==> src/iuz_pkg.sv <==
`timescale 1ns / 1ps
// Shared types, constants and codes for the image upscaler.
// No dependencies; every other file of the block except iuz_ram imports this package.
package iuz_pkg;

  localparam int CH_BITS        = 16;
  localparam int FRAC_BITS      = 16;
  localparam int COORD_BITS     = 12;
  localparam int SDIM_BITS      = 9;
  localparam int TDIM_BITS      = 13;
  localparam int CFG_IDX_BITS   = 3;
  localparam int CFG_DATA_BITS  = 13;
  localparam int MAX_TARGET_DIM = 4096;
  localparam int FIFO_DEPTH     = 4;

  localparam int DEF_MAX_SOURCE_WIDTH  = 256;
  localparam int DEF_MAX_SOURCE_HEIGHT = 256;

  typedef enum logic [CFG_IDX_BITS-1:0] {
    CFG_SRC_W    = 3'd0,
    CFG_SRC_H    = 3'd1,
    CFG_TGT_W    = 3'd2,
    CFG_TGT_H    = 3'd3,
    CFG_BILINEAR = 3'd4
  } cfg_idx_e;

  typedef enum logic {
    MODE_LOAD    = 1'b0,
    MODE_PRODUCE = 1'b1
  } mode_e;

  typedef logic [CH_BITS-1:0] chan_t;
  // index 3 red, 2 green, 1 blue, 0 alpha
  typedef chan_t [3:0] pixel_t;

  typedef struct packed {
    logic        mode;
    logic [7:0]  source_x;
    logic [7:0]  source_y;
    logic [11:0] target_x;
    logic [11:0] target_y;
    logic [15:0] red_in;
    logic [15:0] green_in;
    logic [15:0] blue_in;
    logic [15:0] alpha_in;
  } in_item_t;

  typedef struct packed {
    logic [15:0] red_out;
    logic [15:0] green_out;
    logic [15:0] blue_out;
    logic [15:0] alpha_out;
    logic        dims_error;
  } out_item_t;

  typedef struct packed {
    logic [SDIM_BITS-1:0] src_w;
    logic [SDIM_BITS-1:0] src_h;
    logic [TDIM_BITS-1:0] tgt_w;
    logic [TDIM_BITS-1:0] tgt_h;
    logic                 bilinear;
  } cfg_t;

  // One classified job handed from the address front to the datapath back.
  typedef struct packed {
    logic                  is_load;
    logic                  load_ok;
    logic                  err;
    logic [COORD_BITS-1:0] x0;
    logic [COORD_BITS-1:0] y0;
    logic                  x_same;
    logic                  y_same;
    logic [FRAC_BITS-1:0]  fx;
    logic [FRAC_BITS-1:0]  fy;
    pixel_t                pix;
  } job_t;

endpackage

==> src/iuz_fifo.sv <==
`timescale 1ns / 1ps
// Short job queue between the address front and the datapath back.
// Uses iuz_pkg for the job type.
module iuz_fifo
  import iuz_pkg::*;
(
  input  logic clk_i,
  input  logic rst_ni,
  input  logic push_i,
  input  job_t job_i,
  output logic space_o,
  input  logic pop_i,
  output logic avail_o,
  output job_t job_o
);

  localparam int PW = $clog2(FIFO_DEPTH);
  localparam int CW = $clog2(FIFO_DEPTH + 1);

  job_t          slot_q[FIFO_DEPTH];
  logic [PW-1:0] wr_q, rd_q;
  logic [CW-1:0] cnt_q;

  assign avail_o = (cnt_q != '0);
  assign space_o = (cnt_q != CW'(FIFO_DEPTH)) || pop_i;
  assign job_o   = slot_q[rd_q];

  always_ff @(posedge clk_i or negedge rst_ni) begin
    if (!rst_ni) begin
      wr_q  <= '0;
      rd_q  <= '0;
      cnt_q <= '0;
    end else begin
      if (push_i) begin
        wr_q <= (wr_q == PW'(FIFO_DEPTH - 1)) ? '0 : wr_q + 1'b1;
      end
      if (pop_i) begin
        rd_q <= (rd_q == PW'(FIFO_DEPTH - 1)) ? '0 : rd_q + 1'b1;
      end
      if (push_i && !pop_i) begin
        cnt_q <= cnt_q + 1'b1;
      end else if (pop_i && !push_i) begin
        cnt_q <= cnt_q - 1'b1;
      end
    end
  end

  always_ff @(posedge clk_i) begin
    if (push_i) begin
      slot_q[wr_q] <= job_i;
    end
  end

endmodule

==> config.mk <==
export PLATFORM = sky130hd
export DESIGN_NAME = iuz_fifo
export DESIGN_NICKNAME = d
export VERILOG_FILES = /design/src/iuz_pkg.sv /design/src/iuz_fifo.sv
export SDC_FILE = /design/constraint.sdc
export NUM_CORES = 1
export LEC_CHECK = 0
export BUFFER_PORTS_ARGS = -buffer_cell sky130_fd_sc_hd__buf_2
export CORE_ASPECT_RATIO = 1.4
export CORE_UTILIZATION = 61
export CTS_CLUSTER_SIZE = 16
export DETAILED_ROUTE_END_ITERATION = 7
export PLACE_DENSITY = 0.84
export SYNTH_ARGS = -nofsm -noshare
export SYNTH_HDL_FRONTEND = slang
export SYNTH_SLANG_ARGS = --single-unit
==> constraint.sdc <==
create_clock -name clk_i -period 7.2 [get_ports clk_i]
set_input_delay 1.08 -clock clk_i [delete_from_list [all_inputs] [get_ports clk_i]]
set_output_delay 1.08 -clock clk_i [all_outputs]
set_load 0.01 [all_outputs]
==> run metrics <==
status finished clean; final setup fails 0; CTS tree built; CP Class reg2out; largest net degree at the start of global routing 111; Layout area overhead 16.6%; Relative slew margins 0.278; unrepaired setup endpoints after global routing false; Reg clk slew, reported paths 0.06 ns; initial antenna violation count 9; Final Cycle Share 0.582; first drt pass iteration count 4; CTS H-tree lvls 2; Final Wtd Congestion slightly above 0.7; DRC 0; warning count from the yosys run 0; later-pin clock latency in the skew report around 0.54 ns; routed vias 8233; Fin Setup TNS 0 ns; Num CTS Buffers 44; critical path buffer and inverter count 2; layout cell share with drive strength beyond 1 0.453; WL per Instance 25.2 um; FILL cells 1648; Slew Limit Fails 0; Yosys reg bits 507; Place WS 3.55 ns; PortBufs around 260; drt first-iter violations 497; Mapped Cells 691; first-pass GRT wire length around 52 mm; Slowest-stage cell, CP dfrtp_4; grt ovf 0; CP max FO 71; ANT nets after route 0; Die Y 208 um; Total Routing Usage GR 0.233; Clock Skew 0.0121 ns; syn_area_per_cell ~27 um2; crit path cell chain buf_4, mux4_2, buf_2; post-CTS setup buffers 0; Leak 0.00729 uW; Starting Density 0.625; Post-Route WL 35.0 mm; I/O pins approximately 260; worst-margin pin slew 1.08 ns; hold crit path type in2async; Die X 149 um; worst stage delay on the critical path 0.97 ns; Fmax 239 MHz; max_cap viols 0; slack of the critical path 3.01 ns; DR vias/cell 5.94; Distinct cells, synth 19; vias in the first global route 8720; Worst EP arrival 3.11 ns; register area share after synthesis 0.825; root buf cell clkbuf_16; Cell Rows 74; Power Density 400 nW/um2; Top Family by Delay on Critical Path buffers and inverters; die area 30900 um2; Core ar. ~30000 um2; worst-case clock buffer depth 3; Nets 1107; post-DP HPWL approximately 20 mm; Fin. Hold Viols 0; Syn Nets 827; clock sink count 507; Worst Path Required approximately 6 ns; crit path capture type output pin; Finished Core Util 0.729; CP startpoint kind flop; mapped cell area roughly 18000 um2; Max rail drop VDD 0.000324 V; CTS Hold Buffers Added 0; CTS resizes 0; min cycle time layout about 4.2 ns
-- report_power, final --
part / internal, uW / leakage (uW) / switching [uW] / total (uW)
registers: 3790 / 0.00467 / 218 / 4010
logic: 1080 / 0.00195 / 1230 / 2310
clock network: 1300 / 0.000668 / 973 / 2270
total: 6170 / 0.00729 / 2420 / 8590
-- registers in the layout (all words and copies together), names as in the netlist --
name    count
wr_q        2
slot_q    500
cnt_q       3
rd_q        2
-- Yosys cell counts, drive strengths merged --
library cell	count	area (um2)
and2	4	25.0
buf	21	139
clkbuf	7	26.3
dfrtp	7	175
edfxtp	500	15000
fa	1	20.0
ha	6	75.1
inv	4	15.0
mux2	3	33.8
mux4	125	2820
nand2	2	7.51
nand3	1	5.00
nor2	4	15.0
o21ai	2	10.0
or3	1	6.26
xnor2	1	8.76
xor2	2	17.5
-- logic make-up after synthesis --
kind of cell,Yosys count,synth area share
and+or+nand+nor,12,0.00319
AOI/OAI and AO/OA,2,0.000544
DFF,507,0.825
muxes,128,0.155
adders and majority gates,7,0.00517
xor gates and xnor gates,3,0.00143
buffers and inverters,32,0.00979
-- cells in the final DEF, fill, tap and decap left out, drive strengths merged --
| cell | instances |
|---|---|
| and2 | 4 |
| buf | 262 |
| bufinv | 4 |
| clkbuf | 54 |
| clkinv | 13 |
| clkinvlp | 1 |
| dfrtp | 7 |
| diode | 7 |
| edfxtp | 500 |
| fa | 1 |
| ha | 6 |
| inv | 6 |
| mux2 | 3 |
| mux4 | 125 |
| nand2 | 2 |
| nand3 | 1 |
| nor2 | 4 |
| o21ai | 2 |
| or3 | 1 |
| xnor2 | 1 |
| xor2 | 2 |
-- through the flow --
step | instances | hold slack (ns) | cell area, um2 | power [uW]
2_1_floorplan | 691 | 0.457 | 18400 | 5580
3_3_place_gp | 1305 | 0.481 | 20100 | 6360
3_5_place_dp | 1305 | 0.495 | 20100 | 6420
4_1_cts | 1379 | 0.339 | 21400 | 8700
5_1_grt | 1385 | 0.345 | 21500 | 8930
6_report | 1386 | 0.361 | 21500 | 8590
-- final timing paths --
path / slack, ns / cells past startpoint / start / end
setup / recovery: 3.01 / 3 / rd_q[1] / job_o[14]
hold / removal: 0.36 / 1 / rst_ni / cnt_q[1]
setup reg to reg: 4.38 / 4 / wr_q[1] / slot_q[1][39]
hold reg to reg: 0.51 / 1 / cnt_q[2] / cnt_q[2]
max in group asynchronous: 6.67 / 1 / rst_ni / rd_q[1]
min in group clk_i: 0.51 / 1 / cnt_q[2] / cnt_q[2]
-- layout make-up --
| cell class | count | area [um2] | share of cell area |
|---|---|---|---|
| clock buffers | 54 | 1170 | 0.0545 |
| clock inverters | 20 | 201 | 0.00938 |
| diodes | 7 | 17.5 | 0.000816 |
| flip-flops and latches | 507 | 15200 | 0.708 |
| repair buffers | 262 | 1340 | 0.0625 |
| inverters | 4 | 15.0 | 0.000699 |
| well taps | 380 | 475 | 0.0221 |
| multi-input cells | 152 | 3050 | 0.142 |
-- layer usage --
metal / track usage / share of wire / up-vias
met5: 0 / 0.00060 / -
met4: 0.0961 / 0.033 / 4
met3: 0.0501 / 0.064 / 68
met2: 0.406 / 0.55 / 282
met1: 0.283 / 0.35 / 4330
li1: - / - / 3549
Power figures use the tool's default switching activity.
