===== config.mk =====
export PLATFORM = sky130hd
export DESIGN_NAME = iuz_front
export DESIGN_NICKNAME = d
export VERILOG_FILES = /design/src/iuz_pkg.sv /design/src/iuz_front.sv
export SDC_FILE = /design/constraint.sdc
export NUM_CORES = 2
export LEC_CHECK = 0
export BUFFER_PORTS_ARGS = -buffer_cell sky130_fd_sc_hd__buf_4
export CAP_MARGIN = 15
export CORE_MARGIN = 4
export CORE_UTILIZATION = 45
export DETAILED_ROUTE_END_ITERATION = 16
export PLACE_DENSITY = 0.61
export SETUP_SLACK_MARGIN = 0.15
export SYNTH_ARGS = -nofsm -noshare
export SYNTH_HDL_FRONTEND = slang
export SYNTH_SLANG_ARGS = --single-unit

===== constraint.sdc =====
create_clock -name clk_i -period 85.6 [get_ports clk_i]
set_input_delay 8.56 -clock clk_i [delete_from_list [all_inputs] [get_ports clk_i]]
set_output_delay 8.56 -clock clk_i [all_outputs]
set_load 0.02 [all_outputs]

===== src/iuz_pkg.sv =====
`timescale 1ns / 1ps
// Shared types, constants and codes for the image upscaler.
// No dependencies; every other file of the block except iuz_ram imports this package.
package iuz_pkg;

  localparam int CH_BITS        = 16;
  localparam int FRAC_BITS      = 16;
  localparam int COORD_BITS     = 12;
  localparam int SDIM_BITS      = 9;
  localparam int TDIM_BITS      = 13;
  localparam int CFG_IDX_BITS   = 3;
  localparam int CFG_DATA_BITS  = 13;
  localparam int MAX_TARGET_DIM = 4096;
  localparam int FIFO_DEPTH     = 4;

  localparam int DEF_MAX_SOURCE_WIDTH  = 256;
  localparam int DEF_MAX_SOURCE_HEIGHT = 256;

  typedef enum logic [CFG_IDX_BITS-1:0] {
    CFG_SRC_W    = 3'd0,
    CFG_SRC_H    = 3'd1,
    CFG_TGT_W    = 3'd2,
    CFG_TGT_H    = 3'd3,
    CFG_BILINEAR = 3'd4
  } cfg_idx_e;

  typedef enum logic {
    MODE_LOAD    = 1'b0,
    MODE_PRODUCE = 1'b1
  } mode_e;

  typedef logic [CH_BITS-1:0] chan_t;
  // index 3 red, 2 green, 1 blue, 0 alpha
  typedef chan_t [3:0] pixel_t;

  typedef struct packed {
    logic        mode;
    logic [7:0]  source_x;
    logic [7:0]  source_y;
    logic [11:0] target_x;
    logic [11:0] target_y;
    logic [15:0] red_in;
    logic [15:0] green_in;
    logic [15:0] blue_in;
    logic [15:0] alpha_in;
  } in_item_t;

  typedef struct packed {
    logic [15:0] red_out;
    logic [15:0] green_out;
    logic [15:0] blue_out;
    logic [15:0] alpha_out;
    logic        dims_error;
  } out_item_t;

  typedef struct packed {
    logic [SDIM_BITS-1:0] src_w;
    logic [SDIM_BITS-1:0] src_h;
    logic [TDIM_BITS-1:0] tgt_w;
    logic [TDIM_BITS-1:0] tgt_h;
    logic                 bilinear;
  } cfg_t;

  // One classified job handed from the address front to the datapath back.
  typedef struct packed {
    logic                  is_load;
    logic                  load_ok;
    logic                  err;
    logic [COORD_BITS-1:0] x0;
    logic [COORD_BITS-1:0] y0;
    logic                  x_same;
    logic                  y_same;
    logic [FRAC_BITS-1:0]  fx;
    logic [FRAC_BITS-1:0]  fy;
    pixel_t                pix;
  } job_t;

endpackage


===== src/iuz_front.sv =====
`timescale 1ns / 1ps
// Address front: accepts items, clamps targets, scales and divides the
// coordinates in a bit-per-stage pipeline and emits classified jobs. Uses iuz_pkg.
module iuz_front
  import iuz_pkg::*;
#(
  parameter int MAX_SOURCE_WIDTH  = DEF_MAX_SOURCE_WIDTH,
  parameter int MAX_SOURCE_HEIGHT = DEF_MAX_SOURCE_HEIGHT
) (
  input  logic     clk_i,
  input  logic     rst_ni,
  input  cfg_t     cfg_i,
  input  logic     in_valid_i,
  output logic     in_ready_o,
  input  in_item_t in_data_i,
  input  logic     q_space_i,
  output logic     q_push_o,
  output job_t     q_job_o
);

  localparam int IBX       = $clog2(MAX_SOURCE_WIDTH);
  localparam int IBY       = $clog2(MAX_SOURCE_HEIGHT);
  localparam int IB        = (IBX > IBY) ? IBX : IBY;
  localparam int STEPS     = IB + FRAC_BITS;
  localparam int NUM_BITS  = COORD_BITS + SDIM_BITS;
  localparam int DEN_BITS  = TDIM_BITS;
  localparam int WORK_BITS = DEN_BITS + STEPS;

  typedef struct packed {
    logic       is_load;
    logic       load_ok;
    logic       err;
    logic [7:0] sx;
    logic [7:0] sy;
    pixel_t     pix;
  } tag_t;

  typedef logic [WORK_BITS-1:0] work_t;

  // One restoring step: shift in the next bit, subtract when it fits.
  function automatic work_t div_step(work_t w, logic [DEN_BITS-1:0] den);
    logic [DEN_BITS:0]   part;
    logic [DEN_BITS:0]   diff;
    logic [DEN_BITS-1:0] rem;
    logic [STEPS-1:0]    low;
    part = {w[WORK_BITS-1 -: DEN_BITS], w[STEPS-1]};
    diff = part - {1'b0, den};
    if (part >= {1'b0, den}) begin
      rem = diff[DEN_BITS-1:0];
      low = {w[STEPS-2:0], 1'b1};
    end else begin
      rem = part[DEN_BITS-1:0];
      low = {w[STEPS-2:0], 1'b0};
    end
    return {rem, low};
  endfunction

  function automatic work_t div_init(logic [NUM_BITS-1:0] num);
    return {DEN_BITS'(num >> IB), num[IB-1:0], {FRAC_BITS{1'b0}}};
  endfunction

  logic                  en;
  logic [SDIM_BITS-1:0]  mul_x, mul_y;
  logic [DEN_BITS-1:0]   den_x, den_y;
  logic [TDIM_BITS-1:0]  tw_m1, th_m1;
  logic                  dims_ok;
  logic [COORD_BITS-1:0] tx_c, ty_c;
  tag_t                  tag_in;

  logic                  v0_q;
  tag_t                  tag0_q;
  logic [COORD_BITS-1:0] tx0_q, ty0_q;
  logic                  v1_q;
  tag_t                  tag1_q;
  logic [NUM_BITS-1:0]   numx1_q, numy1_q;

  logic                  dv_q  [STEPS];
  tag_t                  dtag_q[STEPS];
  work_t                 wx_q  [STEPS];
  work_t                 wy_q  [STEPS];
  work_t                 wx_d  [STEPS];
  work_t                 wy_d  [STEPS];

  // User makes configuration changes only while idle (unenforced): scales static.
  always_comb begin
    mul_x = cfg_i.bilinear ? cfg_i.src_w - 1'b1 : cfg_i.src_w;
    mul_y = cfg_i.bilinear ? cfg_i.src_h - 1'b1 : cfg_i.src_h;
    den_x = cfg_i.bilinear ? cfg_i.tgt_w - 1'b1 : cfg_i.tgt_w;
    den_y = cfg_i.bilinear ? cfg_i.tgt_h - 1'b1 : cfg_i.tgt_h;
    tw_m1 = cfg_i.tgt_w - 1'b1;
    th_m1 = cfg_i.tgt_h - 1'b1;
    dims_ok = 1'b1;
    if (cfg_i.bilinear) begin
      if (cfg_i.src_w < SDIM_BITS'(2) || cfg_i.src_h < SDIM_BITS'(2) ||
          cfg_i.tgt_w < TDIM_BITS'(2) || cfg_i.tgt_h < TDIM_BITS'(2)) begin
        dims_ok = 1'b0;
      end
    end
    if (cfg_i.src_w == '0 || int'(cfg_i.src_w) > MAX_SOURCE_WIDTH ||
        cfg_i.src_h == '0 || int'(cfg_i.src_h) > MAX_SOURCE_HEIGHT ||
        cfg_i.tgt_w == '0 || int'(cfg_i.tgt_w) > MAX_TARGET_DIM ||
        cfg_i.tgt_h == '0 || int'(cfg_i.tgt_h) > MAX_TARGET_DIM) begin
      dims_ok = 1'b0;
    end
    if (TDIM_BITS'(cfg_i.src_w) > cfg_i.tgt_w ||
        TDIM_BITS'(cfg_i.src_h) > cfg_i.tgt_h) begin
      dims_ok = 1'b0;
    end
  end

  always_comb begin
    tx_c = ({1'b0, in_data_i.target_x} > tw_m1) ? tw_m1[COORD_BITS-1:0]
                                                 : in_data_i.target_x;
    ty_c = ({1'b0, in_data_i.target_y} > th_m1) ? th_m1[COORD_BITS-1:0]
                                                 : in_data_i.target_y;
    tag_in.is_load = (mode_e'(in_data_i.mode) == MODE_LOAD);
    tag_in.load_ok = (int'(in_data_i.source_x) < MAX_SOURCE_WIDTH) &&
                     (int'(in_data_i.source_y) < MAX_SOURCE_HEIGHT);
    tag_in.err     = !dims_ok;
    tag_in.sx      = in_data_i.source_x;
    tag_in.sy      = in_data_i.source_y;
    tag_in.pix     = {in_data_i.red_in, in_data_i.green_in,
                      in_data_i.blue_in, in_data_i.alpha_in};
  end

  // Advance the whole front unless the tail job cannot enter the queue.
  assign en         = q_space_i || !dv_q[STEPS-1];
  assign in_ready_o = en;

  always_comb begin
    wx_d[0] = div_step(div_init(numx1_q), den_x);
    wy_d[0] = div_step(div_init(numy1_q), den_y);
    for (int k = 1; k < STEPS; k++) begin
      wx_d[k] = div_step(wx_q[k-1], den_x);
      wy_d[k] = div_step(wy_q[k-1], den_y);
    end
  end

  always_ff @(posedge clk_i or negedge rst_ni) begin
    if (!rst_ni) begin
      v0_q <= 1'b0;
      v1_q <= 1'b0;
      for (int k = 0; k < STEPS; k++) begin
        dv_q[k] <= 1'b0;
      end
    end else if (en) begin
      v0_q    <= in_valid_i;
      v1_q    <= v0_q;
      dv_q[0] <= v1_q;
      for (int k = 1; k < STEPS; k++) begin
        dv_q[k] <= dv_q[k-1];
      end
    end
  end

  always_ff @(posedge clk_i) begin
    if (en) begin
      tag0_q    <= tag_in;
      tx0_q     <= tx_c;
      ty0_q     <= ty_c;
      tag1_q    <= tag0_q;
      numx1_q   <= NUM_BITS'(tx0_q * mul_x);
      numy1_q   <= NUM_BITS'(ty0_q * mul_y);
      dtag_q[0] <= tag1_q;
      for (int k = 1; k < STEPS; k++) begin
        dtag_q[k] <= dtag_q[k-1];
      end
      for (int k = 0; k < STEPS; k++) begin
        wx_q[k] <= wx_d[k];
        wy_q[k] <= wy_d[k];
      end
    end
  end

  logic [STEPS-1:0]      qx, qy;
  logic [COORD_BITS-1:0] xq, yq;
  logic [COORD_BITS:0]   xq_p1, yq_p1;
  tag_t                  tl;

  always_comb begin
    tl    = dtag_q[STEPS-1];
    qx    = wx_q[STEPS-1][STEPS-1:0];
    qy    = wy_q[STEPS-1][STEPS-1:0];
    xq    = COORD_BITS'(qx[STEPS-1:FRAC_BITS]);
    yq    = COORD_BITS'(qy[STEPS-1:FRAC_BITS]);
    xq_p1 = {1'b0, xq} + {{COORD_BITS{1'b0}}, 1'b1};
    yq_p1 = {1'b0, yq} + {{COORD_BITS{1'b0}}, 1'b1};

    q_job_o.is_load = tl.is_load;
    q_job_o.load_ok = tl.load_ok;
    q_job_o.err     = tl.err;
    q_job_o.pix     = tl.pix;
    if (tl.is_load) begin
      q_job_o.x0     = COORD_BITS'(tl.sx);
      q_job_o.y0     = COORD_BITS'(tl.sy);
      q_job_o.x_same = 1'b1;
      q_job_o.y_same = 1'b1;
      q_job_o.fx     = '0;
      q_job_o.fy     = '0;
    end else begin
      q_job_o.x0     = xq;
      q_job_o.y0     = yq;
      // clamp the second neighbor at the last column and row
      q_job_o.x_same = !cfg_i.bilinear || !(xq_p1 < (COORD_BITS+1)'(cfg_i.src_w));
      q_job_o.y_same = !cfg_i.bilinear || !(yq_p1 < (COORD_BITS+1)'(cfg_i.src_h));
      q_job_o.fx     = cfg_i.bilinear ? qx[FRAC_BITS-1:0] : '0;
      q_job_o.fy     = cfg_i.bilinear ? qy[FRAC_BITS-1:0] : '0;
    end
  end

  assign q_push_o = en && dv_q[STEPS-1];

endmodule


==> reports/results.txt <==
Detail Route Antenna Nets -> 0
Die height -> 584 um
Area grow syn2layout -> 13.3%
DR DRC count -> 0
Pre-CTS WS -> 66.50 ns
Number of flops mapped to enable cells by yosys -> 3452
CTS max path bufs -> 4
PortBufs -> 271
Top-count cell post-synth -> edfxtp_1
Die area -> 341000 um^2
RR Startpoint -> dv_q[0]
Post-synth top cells -> edfxtp_1, ha_1, inv_1
Most used cell, CP -> buf_4
Worst min path class -> flip-flop to flip-flop
Mapped Cells -> 9428
Drt first pass iters -> 6
HPWL after detailed placement -> 183000 um
Vias -> 77200
Number of post-CTS setup repair buffers -> 0
Lkg Pwr -> 0.0637 uW
Setup TNS -> 0 ns
Synthesized area per cell -> 15.8 um^2
Commonest register cell after synthesis -> edfxtp_1
Layout cells sized above 1 -> 13.5%
Worst-path cell with the longest stage delay -> buf_4
RSZ-0062 raised after global routing -> no
Top Ports -> 281
Initial Utilization -> 45.2%
Setup CP Type -> primary input to primary output
Clock latency on the worst-skew pair -> 0.91 ns
H-tree lvl count -> 5
Final worst path period share -> 22.2%
Total track usage -> 16.6%
Largest net degree at the start of global routing -> 218
First-pass GRT wire length -> 448000 um
Slew HR -> 17.0%
Worst Skew -> 0.0715 ns
Clock slew at reported path FFs -> 0.06 ns
CTS buffer count -> 370
Initial antenna violation count -> 19
Wire length after detailed routing -> 286000 um
Critical-path cell list -> buf_4 -> inv_1 -> nor2_4 -> buf_4 -> and2_1 -> buf_4
CP Data Arrival Time -> 10.45 ns
Async S/R FF share, synth -> 0.748%
Area share of the largest cell type after synthesis -> 69.4%
Endpoints failing hold -> 0
Vias in the first global route -> 79000
CTS root buffer -> clkbuf_16
Top cells by area, synth -> edfxtp_1, ha_1, fa_1
TritonCTS sink count -> 3478
Minimum clock period -> 19.01 ns
WL met1 -> 123000 um
Final Net Count -> 11100
Yosys reg bits -> 3478
WL met2 -> 139000 um
Row cnt -> 211
Post-DR wirelength/cell -> 19.5 um
Hold_buf cts -> 0
Critical Path Source Type -> primary input
Core Footprint -> 330000 um^2
Crit path required time -> 77.04 ns
Mux share of post-synthesis cell area -> 3.43%
Buf+Inv Stages, Crit Path -> 4
Critical Path Max Stage Delay -> 0.48 ns
Gr ovfl total -> 0
PD cells -> 42.6 nW/um^2
Cell taking the most area after synthesis -> edfxtp_1
Vias/cell -> 5.27
PnR worst setup slack -> 66.59 ns
Register area share after synthesis -> 69.9%
CP delay by family, top -> buffers and inverters
CTS tree -> done
Yosys cell types -> 94
Post-Synth XOR/XNOR Area -> 2.90%
Compound-gate portion of the synthesized area -> 7.03%
Status -> complete, no violations
Final setup vio count -> 0
CP Launch Point -> cfg_i[0]
FMAX -> 52.6 MHz
Die Wd -> 584 um
DR iter-0 viols -> 4919
CP max FO -> 33
CP endpoint kind -> primary output
YS warnings -> 0
Filler instances -> 26900
Syn Std Cell Area -> 149000 um^2
Worst hold start -> dtag_q[1][40]
Max_cap viols -> 0
Highest routed layer -> met4
Simple logic cell fraction of the synthesized area -> 5.76%
GPL Wtd Cong -> 0.883
Post-synthesis adder-cell area fraction -> 8.98%
Worst-Margin Slew -> 1.24 ns
Main combinational cell family by area after synthesis -> adder cells
Post-CTS Resized -> 0
Worst vdd ir -> 25.6 uV
Met3 routed WL -> 11400 um
Max Slew Vio Count -> 0
==> kinds of logic (layout without fill, tap and decap cells) <==
logic type,after synthesis,count (layout)
muxes,455,455
buffers and inverters,700,1550
adders and majority gates,958,958
xor gates and xnor gates,492,492
AOI/OAI and AO/OA,1647,1647
other,2,22
DFF,3478,3478
and+or+nand+nor,1696,1696
==> sequential cells by signal (all words and copies together), names as in the netlist <==
signal   flops
dtag_q    1968
wx_q       627
wy_q       627
tag0_q      82
tag1_q      82
dv_q        24
numx1_q     21
numy1_q     21
tx0_q       12
ty0_q       12
v0_q         1
v1_q         1
==> worst paths after layout <==
check / end / slack (ns) / cells after the start
max: q_job_o[82] / 66.59 / 6
min: dtag_q[1][123] / 0.38 / 0
max reg2reg: dtag_q[2][261] / 79.00 / 9
min reg2reg: dtag_q[1][123] / 0.38 / 0
max in group asynchronous: dv_q[2] / 77.82 / 1
min in group asynchronous: v0_q / 7.54 / 1
==> cells in the final DEF, fill, tap and decap left out, types with 81 or more instances in the layout <==
master	count
clkinv_1	81
nand2b_1	110
nor2b_1	237
nand3_1	88
nor2_1	350
nand4_1	88
ha_1	770
edfxtp_1	3452
o21ai_0	412
mux2i_1	88
buf_4	377
clkbuf_16	375
nor3_1	101
o21a_1	83
a31oi_1	97
fa_1	188
a21o_1	177
a21oi_1	436
nand2_1	454
mux2_2	332
xnor2_1	290
xor2_1	173
inv_1	494
==> metal layers <==
layer  track usage, %  up-vias
li1                 -    37000
met1             21.4    38300
met2             27.9     1479
met3             2.64      530
met4             6.81        0
met5                0        -
==> stage by stage <==
| stage | hold slack [ns] | util (%) | total power [uW] | cell area, um^2 | instances |
|---|---|---|---|---|---|
| after floorplan | 0.400 | - | 6250 | 149000 | 9435 |
| after global placement | 0.400 | 47.5 | 5570 | 157000 | 14000 |
| after detailed placement | 0.405 | 47.5 | 5650 | 157000 | 14000 |
| after CTS | 0.371 | 51.2 | 7290 | 169000 | 14600 |
| after global routing | 0.375 | 51.2 | 7710 | 169000 | 14700 |
| final | 0.377 | 51.2 | 7210 | 169000 | 14700 |
==> final cells by class <==
type | count | area, um^2 | area share, %
clock inverters | 233 | 2510 | 1.48
well taps | 4366 | 5460 | 3.23
inverters | 498 | 1880 | 1.11
flip-flops and latches | 3478 | 104000 | 61.7
diodes | 13 | 32.5 | 0.0192
clock buffers | 432 | 9600 | 5.68
repair buffers | 387 | 3000 | 1.78
multi-input cells | 5257 | 42300 | 25.0
==> power breakdown <==
group,leakage (uW),switching [uW],internal [uW]
Clock,0.00589,650,930
Sequential,0.0350,269,2970
Combinational,0.0229,1370,1020
Note: power is estimated with default switching activity, not from simulation.
